===== src/rtl/whole_word_reference_finder_assert.svh =====
// Assertion macros shared by the RTL. Clock and reset names are fixed.
`ifndef WHOLE_WORD_REFERENCE_FINDER_ASSERT_SVH
`define WHOLE_WORD_REFERENCE_FINDER_ASSERT_SVH

// Same-cycle implication.
`define WWRF_ASSERT_NOW(lbl, ante, cons, msg) \
  lbl: assert property (@(posedge clk_i) disable iff (!rst_ni) (ante) |-> (cons)) \
    else $error(msg);

// Next-cycle implication.
`define WWRF_ASSERT_NEXT(lbl, ante, cons, msg) \
  lbl: assert property (@(posedge clk_i) disable iff (!rst_ni) (ante) |=> (cons)) \
    else $error(msg);

`endif


===== src/rtl/wwrf_pkg.sv =====
`default_nettype none

package wwrf_pkg;

  localparam int unsigned BYTE_W      = 8;
  localparam int unsigned CFG_IDX_W   = 3;
  localparam int unsigned CFG_DATA_W  = 64;
  localparam int unsigned TOKEN_LEN_W = 6;

  // Configuration register indexes
  localparam logic [CFG_IDX_W-1:0] RegTokenBytesLow    = 3'd0;
  localparam logic [CFG_IDX_W-1:0] RegTokenBytesSecond = 3'd1;
  localparam logic [CFG_IDX_W-1:0] RegTokenBytesThird  = 3'd2;
  localparam logic [CFG_IDX_W-1:0] RegTokenBytesHigh   = 3'd3;
  localparam logic [CFG_IDX_W-1:0] RegTokenLength      = 3'd4;

  localparam logic [TOKEN_LEN_W-1:0] TokenLengthReset = 6'd1;

  localparam logic [BYTE_W-1:0] ChrSemicolon = 8'h3B;
  localparam logic [BYTE_W-1:0] ChrQuote     = 8'h22;
  localparam logic [BYTE_W-1:0] ChrBackslash = 8'h5C;
  localparam logic [BYTE_W-1:0] ChrNewline   = 8'h0A;
  localparam logic [BYTE_W-1:0] ChrUnderline = 8'h5F;
  localparam logic [BYTE_W-1:0] ChrDot       = 8'h2E;
  localparam logic [BYTE_W-1:0] ChrBang      = 8'h21;
  localparam logic [BYTE_W-1:0] ChrAt        = 8'h40;
  localparam logic [BYTE_W-1:0] ChrDigit0    = 8'h30;
  localparam logic [BYTE_W-1:0] ChrDigit9    = 8'h39;
  localparam logic [BYTE_W-1:0] ChrUpperA    = 8'h41;
  localparam logic [BYTE_W-1:0] ChrUpperZ    = 8'h5A;
  localparam logic [BYTE_W-1:0] ChrLowerA    = 8'h61;
  localparam logic [BYTE_W-1:0] ChrLowerZ    = 8'h7A;

  typedef enum logic [1:0] {
    ModeCode    = 2'd0,
    ModeComment = 2'd1,
    ModeString  = 2'd2,
    ModeEscape  = 2'd3
  } scan_mode_e;

  // Control side of one step result
  typedef struct packed {
    logic emit;   // a result item leaves for this byte
    logic found;  // whole-word match reported
    logic last;   // byte closed the text
  } res_ctl_t;

  function automatic logic is_symbol(input logic [BYTE_W-1:0] b);
    is_symbol = (b >= ChrDigit0 && b <= ChrDigit9) ||
                (b >= ChrUpperA && b <= ChrUpperZ) ||
                (b >= ChrLowerA && b <= ChrLowerZ) ||
                b == ChrUnderline || b == ChrDot || b == ChrBang || b == ChrAt;
  endfunction

endpackage

`default_nettype wire


===== src/rtl/wwrf_token_regs.sv =====
`default_nettype none

module wwrf_token_regs #(
  parameter int unsigned TOKEN_MAX_BYTES = 32,
  parameter int unsigned IDX_W           = 5
) (
  input  wire logic                               clk_i,
  input  wire logic                               rst_ni,
  input  wire logic                               cfg_we_i,
  input  wire logic [wwrf_pkg::CFG_IDX_W-1:0]     cfg_index_i,
  input  wire logic [wwrf_pkg::CFG_DATA_W-1:0]    cfg_data_i,
  input  wire logic [IDX_W-1:0]                   rd_idx_i,
  output logic      [wwrf_pkg::BYTE_W-1:0]        tok_first_o,
  output logic      [wwrf_pkg::BYTE_W-1:0]        tok_sel_o,
  output logic      [wwrf_pkg::TOKEN_LEN_W-1:0]   tok_len_o
);
  import wwrf_pkg::*;

  localparam int unsigned BytesPerReg = CFG_DATA_W / BYTE_W;
  localparam logic [IDX_W:0] Depth = (IDX_W+1)'(TOKEN_MAX_BYTES);

  logic [TOKEN_MAX_BYTES-1:0][BYTE_W-1:0] tok_q;
  logic [TOKEN_LEN_W-1:0]                 len_q;

  always_ff @(posedge clk_i or negedge rst_ni) begin
    if (!rst_ni) begin
      tok_q <= '0;
      len_q <= TokenLengthReset;
    end else if (cfg_we_i) begin
      for (int k = 0; k < TOKEN_MAX_BYTES; k++) begin
        if (cfg_index_i == CFG_IDX_W'(k / BytesPerReg)) begin
          tok_q[k] <= cfg_data_i[(k % BytesPerReg) * BYTE_W +: BYTE_W];
        end
      end
      if (cfg_index_i == RegTokenLength) begin
        len_q <= cfg_data_i[TOKEN_LEN_W-1:0];
      end
    end
  end

  assign tok_first_o = tok_q[0];
  assign tok_sel_o   = ({1'b0, rd_idx_i} < Depth) ? tok_q[rd_idx_i] : '0;
  assign tok_len_o   = len_q;

endmodule

`default_nettype wire


===== src/rtl/wwrf_scan.sv =====
`default_nettype none

module wwrf_scan #(
  parameter int unsigned TOKEN_MAX_BYTES = 32,
  parameter int unsigned POSITION_WIDTH  = 16,
  parameter int unsigned RUN_W           = 6,
  parameter int unsigned IDX_W           = 5
) (
  input  wire logic                              clk_i,
  input  wire logic                              rst_ni,
  input  wire logic                              step_i,
  input  wire logic [wwrf_pkg::BYTE_W-1:0]       byte_i,
  input  wire logic                              last_i,
  input  wire logic [wwrf_pkg::BYTE_W-1:0]       tok_first_i,
  input  wire logic [wwrf_pkg::BYTE_W-1:0]       tok_sel_i,
  input  wire logic [wwrf_pkg::TOKEN_LEN_W-1:0]  tok_len_i,
  output logic      [IDX_W-1:0]                  rd_idx_o,
  output wwrf_pkg::res_ctl_t                     ctl_o,
  output logic      [POSITION_WIDTH-1:0]         line_o,
  output logic      [POSITION_WIDTH-1:0]         column_o
);
  import wwrf_pkg::*;

  localparam logic [TOKEN_LEN_W-1:0] LenMax = TOKEN_LEN_W'(TOKEN_MAX_BYTES);
  localparam logic [POSITION_WIDTH-1:0] PosMax = '1;

  scan_mode_e                mode_q, mode_d;
  logic [POSITION_WIDTH-1:0] line_q, line_d;
  logic [POSITION_WIDTH-1:0] col_q, col_d;
  logic [POSITION_WIDTH-1:0] start_q, start_d;
  logic [RUN_W-1:0]          len_q, len_d;
  logic                      match_q, match_d;

  logic                      sym, len_ok, close_hit, last_hit;
  logic [TOKEN_LEN_W-1:0]    len_ext, len_d_ext;
  logic [POSITION_WIDTH-1:0] line_inc, col_inc;

  assign rd_idx_o = len_q[IDX_W-1:0];

  always_comb begin
    sym       = is_symbol(byte_i);
    len_ok    = tok_len_i != '0 && tok_len_i <= LenMax;
    len_ext   = TOKEN_LEN_W'(len_q);
    line_inc  = (line_q == PosMax) ? line_q : line_q + 1'b1;
    col_inc   = (col_q == PosMax) ? col_q : col_q + 1'b1;
    mode_d    = mode_q;
    line_d    = line_q;
    col_d     = col_q;
    start_d   = start_q;
    len_d     = len_q;
    match_d   = match_q;
    close_hit = 1'b0;

    unique case (mode_q)
      ModeCode: begin
        if (sym) begin
          if (len_q == '0) begin
            start_d = col_q;
            match_d = tok_first_i == byte_i;
            len_d   = RUN_W'(1);
          end else begin
            if (len_ext < tok_len_i && len_ext < LenMax) begin
              match_d = match_q && tok_sel_i == byte_i;
            end else begin
              match_d = 1'b0;
            end
            // saturates one past the longest token
            if (len_ext <= LenMax) begin
              len_d = len_q + 1'b1;
            end
          end
          col_d = col_inc;
        end else begin
          close_hit = len_q != '0 && match_q && len_ok && len_ext == tok_len_i;
          len_d     = '0;
          match_d   = 1'b0;
          if (byte_i == ChrNewline) begin
            line_d = line_inc;
            col_d  = '0;
          end else begin
            if (byte_i == ChrSemicolon) begin
              mode_d = ModeComment;
            end else if (byte_i == ChrQuote) begin
              mode_d = ModeString;
            end
            col_d = col_inc;
          end
        end
      end
      ModeComment, ModeString, ModeEscape: begin
        if (byte_i == ChrNewline) begin
          mode_d = (mode_q == ModeEscape) ? ModeString : ModeCode;
          line_d = line_inc;
          col_d  = '0;
        end else begin
          if (mode_q == ModeEscape) begin
            mode_d = ModeString;
          end else if (mode_q == ModeString && byte_i == ChrBackslash) begin
            mode_d = ModeEscape;
          end else if (mode_q == ModeString && byte_i == ChrQuote) begin
            mode_d = ModeCode;
          end
          col_d = col_inc;
        end
      end
      default: begin
        mode_d = ModeCode;
      end
    endcase

    // a word still open on the final byte is checked too
    len_d_ext = TOKEN_LEN_W'(len_d);
    last_hit  = last_i && !close_hit && len_d != '0 && match_d && len_ok &&
                len_d_ext == tok_len_i;

    ctl_o.found = close_hit || last_hit;
    ctl_o.last  = last_i;
    ctl_o.emit  = close_hit || last_hit || last_i;
    line_o      = ctl_o.found ? line_q : '0;
    column_o    = ctl_o.found ? start_d : '0;
  end

  always_ff @(posedge clk_i or negedge rst_ni) begin
    if (!rst_ni) begin
      mode_q  <= ModeCode;
      line_q  <= '0;
      col_q   <= '0;
      start_q <= '0;
      len_q   <= '0;
      match_q <= 1'b0;
    end else if (step_i) begin
      if (last_i) begin
        mode_q  <= ModeCode;
        line_q  <= '0;
        col_q   <= '0;
        start_q <= '0;
        len_q   <= '0;
        match_q <= 1'b0;
      end else begin
        mode_q  <= mode_d;
        line_q  <= line_d;
        col_q   <= col_d;
        start_q <= start_d;
        len_q   <= len_d;
        match_q <= match_d;
      end
    end
  end

endmodule

`default_nettype wire


===== src/rtl/whole_word_reference_finder.sv =====
// Channel   Direction  Handshake              Payload
// in        sink       in_valid_i/in_stall_o    text_byte_i, final_byte_i
// out       source     out_valid_o/out_stall_i  match_found_o, match_line_o,
//                                              match_column_o, end_of_text_o
// cfg       sink       cfg_we_i                cfg_index_i, cfg_data_i
//
// One byte per cycle when the output is not stalled; a byte's result passes the input
// register, then the result register, before it leaves.
// The scan state steps when the input register moves its byte on, so a full result
// register under stall keeps a result byte in the input register; in_stall_o rises.
// A result is made only for a match or for the final byte; other bytes pass freely.
// Reset clears scan state, counters and token registers (token length resets to 1).
`default_nettype none

module whole_word_reference_finder #(
  parameter int unsigned TOKEN_MAX_BYTES = 32,
  parameter int unsigned POSITION_WIDTH  = 16
) (
  input  wire logic                              clk_i,
  input  wire logic                              rst_ni,
  input  wire logic                              cfg_we_i,
  input  wire logic [wwrf_pkg::CFG_IDX_W-1:0]    cfg_index_i,
  input  wire logic [wwrf_pkg::CFG_DATA_W-1:0]   cfg_data_i,
  input  wire logic                              in_valid_i,
  output logic                                   in_stall_o,
  input  wire logic [wwrf_pkg::BYTE_W-1:0]       text_byte_i,
  input  wire logic                              final_byte_i,
  output logic                                   out_valid_o,
  input  wire logic                              out_stall_i,
  output logic                                   match_found_o,
  output logic      [POSITION_WIDTH-1:0]         match_line_o,
  output logic      [POSITION_WIDTH-1:0]         match_column_o,
  output logic                                   end_of_text_o
);
  import wwrf_pkg::*;

`include "whole_word_reference_finder_assert.svh"

  localparam int unsigned RunW = $clog2(TOKEN_MAX_BYTES + 2);
  localparam int unsigned IdxW = (TOKEN_MAX_BYTES > 1) ? $clog2(TOKEN_MAX_BYTES) : 1;

  logic                      s1_valid_q;
  logic [BYTE_W-1:0]         s1_byte_q;
  logic                      s1_last_q;
  logic                      step;

  logic                      out_valid_q;
  logic                      found_q, eot_q;
  logic [POSITION_WIDTH-1:0] line_q, col_q;

  logic [BYTE_W-1:0]         tok_first, tok_sel;
  logic [TOKEN_LEN_W-1:0]    tok_len;
  logic [IdxW-1:0]           rd_idx;
  res_ctl_t                  ctl;
  logic [POSITION_WIDTH-1:0] res_line, res_col;

  wwrf_token_regs #(
    .TOKEN_MAX_BYTES(TOKEN_MAX_BYTES),
    .IDX_W          (IdxW)
  ) u_token (
    .clk_i      (clk_i),
    .rst_ni     (rst_ni),
    .cfg_we_i   (cfg_we_i),
    .cfg_index_i(cfg_index_i),
    .cfg_data_i (cfg_data_i),
    .rd_idx_i   (rd_idx),
    .tok_first_o(tok_first),
    .tok_sel_o  (tok_sel),
    .tok_len_o  (tok_len)
  );

  wwrf_scan #(
    .TOKEN_MAX_BYTES(TOKEN_MAX_BYTES),
    .POSITION_WIDTH (POSITION_WIDTH),
    .RUN_W          (RunW),
    .IDX_W          (IdxW)
  ) u_scan (
    .clk_i      (clk_i),
    .rst_ni     (rst_ni),
    .step_i     (step),
    .byte_i     (s1_byte_q),
    .last_i     (s1_last_q),
    .tok_first_i(tok_first),
    .tok_sel_i  (tok_sel),
    .tok_len_i  (tok_len),
    .rd_idx_o   (rd_idx),
    .ctl_o      (ctl),
    .line_o     (res_line),
    .column_o   (res_col)
  );

  // byte moves on unless it makes a result and the result register is stuck
  assign step       = s1_valid_q && (!ctl.emit || !out_valid_q || !out_stall_i);
  assign in_stall_o = s1_valid_q && !step;

  always_ff @(posedge clk_i or negedge rst_ni) begin
    if (!rst_ni) begin
      s1_valid_q <= 1'b0;
    end else if (in_valid_i && !in_stall_o) begin
      s1_valid_q <= 1'b1;
    end else if (step) begin
      s1_valid_q <= 1'b0;
    end
  end

  always_ff @(posedge clk_i) begin
    if (in_valid_i && !in_stall_o) begin
      s1_byte_q <= text_byte_i;
      s1_last_q <= final_byte_i;
    end
  end

  always_ff @(posedge clk_i or negedge rst_ni) begin
    if (!rst_ni) begin
      out_valid_q <= 1'b0;
    end else if (step && ctl.emit) begin
      out_valid_q <= 1'b1;
    end else if (!out_stall_i) begin
      out_valid_q <= 1'b0;
    end
  end

  always_ff @(posedge clk_i) begin
    if (step && ctl.emit) begin
      found_q <= ctl.found;
      eot_q   <= ctl.last;
      line_q  <= res_line;
      col_q   <= res_col;
    end
  end

  assign out_valid_o    = out_valid_q;
  assign match_found_o  = found_q;
  assign match_line_o   = line_q;
  assign match_column_o = col_q;
  assign end_of_text_o  = eot_q;

  `WWRF_ASSERT_NOW(a_result_has_cause, out_valid_o && !match_found_o, end_of_text_o,
    "result without match or end of text")
  `WWRF_ASSERT_NOW(a_nomatch_zero, out_valid_o && !match_found_o,
    match_line_o == '0 && match_column_o == '0, "position on a result without match")
  `WWRF_ASSERT_NEXT(a_s1_holds, s1_valid_q && !step,
    s1_valid_q && $stable(s1_byte_q) && $stable(s1_last_q), "held input byte lost")
  `WWRF_ASSERT_NOW(a_empty_no_stall, !s1_valid_q, !in_stall_o,
    "input stalled with empty input register")

endmodule

`default_nettype wire

===== config.mk =====
export PLATFORM = sky130hd
export DESIGN_NAME = whole_word_reference_finder
export DESIGN_NICKNAME = d
export VERILOG_FILES = /design/src/rtl/wwrf_pkg.sv /design/src/rtl/wwrf_token_regs.sv /design/src/rtl/wwrf_scan.sv /design/src/rtl/whole_word_reference_finder.sv
export VERILOG_INCLUDE_DIRS = /design/src /design/src/rtl
export SDC_FILE = /design/constraint.sdc
export NUM_CORES = 1
export LEC_CHECK = 0
export ABC_AREA = 1
export BUFFER_PORTS_ARGS = -buffer_cell sky130_fd_sc_hd__buf_2
export CAP_MARGIN = 20
export CORE_ASPECT_RATIO = 1.4
export CORE_MARGIN = 2
export CORE_UTILIZATION = 55
export DETAILED_ROUTE_END_ITERATION = 8
export HOLD_SLACK_MARGIN = 0.1
export PLACE_DENSITY = 0.77
export SLEW_MARGIN = 30
export SYNTH_ARGS = -nofsm -noshare
export SYNTH_HDL_FRONTEND = slang
export SYNTH_SLANG_ARGS = --single-unit

===== constraint.sdc =====
create_clock -name clk_i -period 3.35 [get_ports clk_i]
set_input_delay 1.005 -clock clk_i [delete_from_list [all_inputs] [get_ports clk_i]]
set_output_delay 1.005 -clock clk_i [all_outputs]
set_load 0.01 [all_outputs]

==> flow_summary.toml <==
[critical_path]
cp.arrival_ns = 3.32
cp_max_fo = 11
cp_top_family = "simple AND/OR/NAND/NOR gates"
worst_path_max_delay_cell = "dfrtp_4"
end_kind = "primary output"
cp.required_ns = 2.34
cp-start-kind = "flip-flop"
crit_path_frequent_cell = "nand2_1"
path_buf_inv = 5
slowest_delay_ns = 0.53
path_class = "flip-flop to primary output"
path_cells = "clkinv_8 -> buf_12 -> buf_16 -> o21ai_1 -> nand3_1 -> nand3_1 -> nand2_1 -> nand2_2 -> nor2_1 -> nor2_1 -> nand2_1 -> nor2_2 -> nand2_1 -> nand2_1 -> nand2_1 -> nand2_2 -> nand2_2 -> nand3_2 -> nand3_2 -> inv_2 -> buf_6"

[power_and_ir_drop]
irDropWorstVdd_uv = 508
p_total_mw = 13.2
p_per_area_nw_per_um2 = 603
p_leak_nw = 10.9

[logic_synthesis]
synth_compound_area_frac = 0.117
synth_adder_area_share = 0.00683
yosysSeqAreaShare = 0.509
synth_area_per_cell_um2 = 7.69
synthFlopType = "dfrtp_1"
synth-seq-cells = 364
synth_edf_count = 43
ys_async_sr_fraction = 0.882
synth-xor-area-share = 0.0120
synth_top_area_cell = "dfrtp_1"
synthMuxAreaShare = 0.00383
netlist_instances = 2381
synthSimpleGateAreaFrac = 0.260
synth_top_family_by_area = "simple AND/OR/NAND/NOR gates"
syn-cell-area_um2 = 18300
yosys-top-cells-area = "dfrtp_1, nand2_1, o21ai_0"
ys_types = 43
yosys.area.top_type_share = 0.437
yosysWarnings = 0
synth_nets = 2472

[floorplanning]
initial_core_util = 0.555
ios = 117
fp.dieW_um = 158
core_area_um2 = 33000
die_area_um2 = 34800
rows = 79
die_y_um = 220

[final_layout]
multiInputGateArea_um2 = 7670
area_growth_pct = 19.8
fin_util = 0.665
n_antenna_cell = 0
final.fill_count = 2717
seq_area_um2 = 9330
layout.nets = 2633
final_cells = 3010
design_area_um2 = 21900
drive_gt1_frac = 0.168

[sta]
rsz0062_at_grt = "yes"
tightest_slew_ns = 0.685
setup_slack_ns = -0.975
fin_setup_tns_ns = -9.06
timing.hold.ws_ns = 0.386
hold_viol = 0
relSlewSlack = 0.543
setup-violations-final = 87
fmax_mhz = 231
slew_viol_final = 0
period_share = 1.29
skew_ns = 0.0152
fin_crit_ns = 4.32

[run_status]
violations = "negative setup slack"
run_status = "finished, violations left"

[clocking]
clkTransAtPathRegs_ns = 0.06
clockBufferDepth = 3
numClockSinks = 364
root_buffer = "clkbuf_16"
cts_made_buffers = 36
hold_buffers = 0
htree_levels = 2
clkLatencyLatePin_ns = 0.54
tritoncts = "built"

[routing]
totalWireLength_mm = 53.8
routed_via_density = 5.64
firstDrtPassIters = 6
wire_per_inst_um = 17.9
drt_iter0_markers = 1401
remaining_drc_errors = 0
vias = 17000
antenna_left = 0

[placement]
place_area_um2 = 20000
place_ws_ns = -0.394
gp_congestion = 0.976
io_buffers = 116
place_inst = 2927
dp.final_hpwl_mm = 35.9

[flow_run]
maxCapViolCount = 0

[global_route]
overflow = 0
grt_max_degree = 129
antenna_found_initial = 0
grt_usage = 0.307
grt_pass1_vias = 16500
grt_pass1_wl_mm = 84.1

[hold_path]
hp-class = "input pin to asynchronous set/reset pin"
==> area by class of cell <==
type | count | area share
clock inverters | 12 | 0.00565
flip-flops and latches | 364 | 0.425
multi-input cells | 1619 | 0.350
repair inverters | 1 | 0.000342
repair buffers | 257 | 0.102
well taps | 445 | 0.0254
clock buffers | 49 | 0.0461
inverters | 263 | 0.0460
==> sequential cells by signal (all words and copies together) (netlist names), 2 cells and up <==
signal / cells
u_scan.mode_q: 2
u_token.tok_q: 248
u_scan.start_q: 16
u_scan.col_q: 16
u_token.tok_len_o: 6
match_line_o: 16
u_scan.line_q: 16
match_column_o: 16
s1_byte_q: 8
u_token.tok_first_o: 8
u_scan.len_ext: 6
==> cell usage in the layout (no fill, tap or decap), drive strengths merged, types with 16 or more instances in the layout <==
cell | netlist | layout
nand3 | 145 | 145
a21oi | 19 | 19
inv | 262 | 260
o21ai | 366 | 366
nor3 | 16 | 16
or2 | 17 | 17
nand2 | 781 | 781
xor2 | 23 | 23
nand4 | 22 | 22
clkbuf | 78 | 54
nor2 | 176 | 176
buf | 57 | 252
dfrtp | 320 | 320
edfxtp | 43 | 43
==> cell usage after synthesis (4+ instances only) <==
library cell	n
or2_2	17
nor4_1	10
inv_1	252
o21ai_0	334
ha_1	10
nor3_1	15
o22ai_1	4
nand2_1	778
xor2_1	23
o21ai_2	10
nor2_1	175
buf_6	14
nand3_1	143
buf_2	32
buf_4	9
nand4_1	22
edfxtp_1	43
o211ai_1	10
dfrtp_1	320
a21oi_1	19
o21ai_1	22
inv_2	10
mux2i_1	7
clkbuf_1	76
==> routing by layer <==
| metal | GRT usage | vias up | part of all wire |
|---|---|---|---|
| li1 | - | 7888 | - |
| met1 | 0.369 | 8095 | 0.38 |
| met2 | 0.539 | 769 | 0.50 |
| met3 | 0.0403 | 218 | 0.062 |
| met4 | 0.156 | 0 | 0.059 |
| met5 | 0 | - | 0 |
==> cells by family (layout without fill, tap and decap cells) <==
kind of cell | after synthesis | in the layout
mux | 7 | 7
simple gates | 1170 | 1170
compound gates | 407 | 407
flops | 364 | 364
xor+xnor | 25 | 25
fa+ha+maj | 10 | 10
buf+inv | 398 | 582
==> final timing paths <==
kind	cells past startpoint	slack (ns)	start	endpoint
setup / recovery	21	-0.97	u_scan.len_ext[0]	in_stall_o
hold / removal	1	0.39	rst_ni	u_scan.start_q[3]
hold reg to reg	2	0.48	u_token.tok_q[156]	u_token.tok_q[156]
setup reg to reg	23	-0.18	u_scan.len_ext[0]	match_column_o[3]
max in group asynchronous	3	2.09	rst_ni	u_token.tok_q[24]
min in group clk_i	2	0.48	u_token.tok_q[156]	u_token.tok_q[156]
==> repair_timing <==
action | CTS | global route
setup buffers | 6 | 5
gates resized for setup | 18 | 99
pin swaps | 4 | 32
endpoints found under the setup margin | 30 | 91
cloned | 4 | 7
==> power breakdown <==
group | switching (mW) | internal, mW | leakage [nW]
registers | 0.459 | 5.15 | 4.51
clock network | 1.71 | 2.28 | 0.552
logic | 2.17 | 1.47 | 5.79
total | 4.34 | 8.90 | 10.9
No activity file was read; power rests on OpenSTA's default activity.
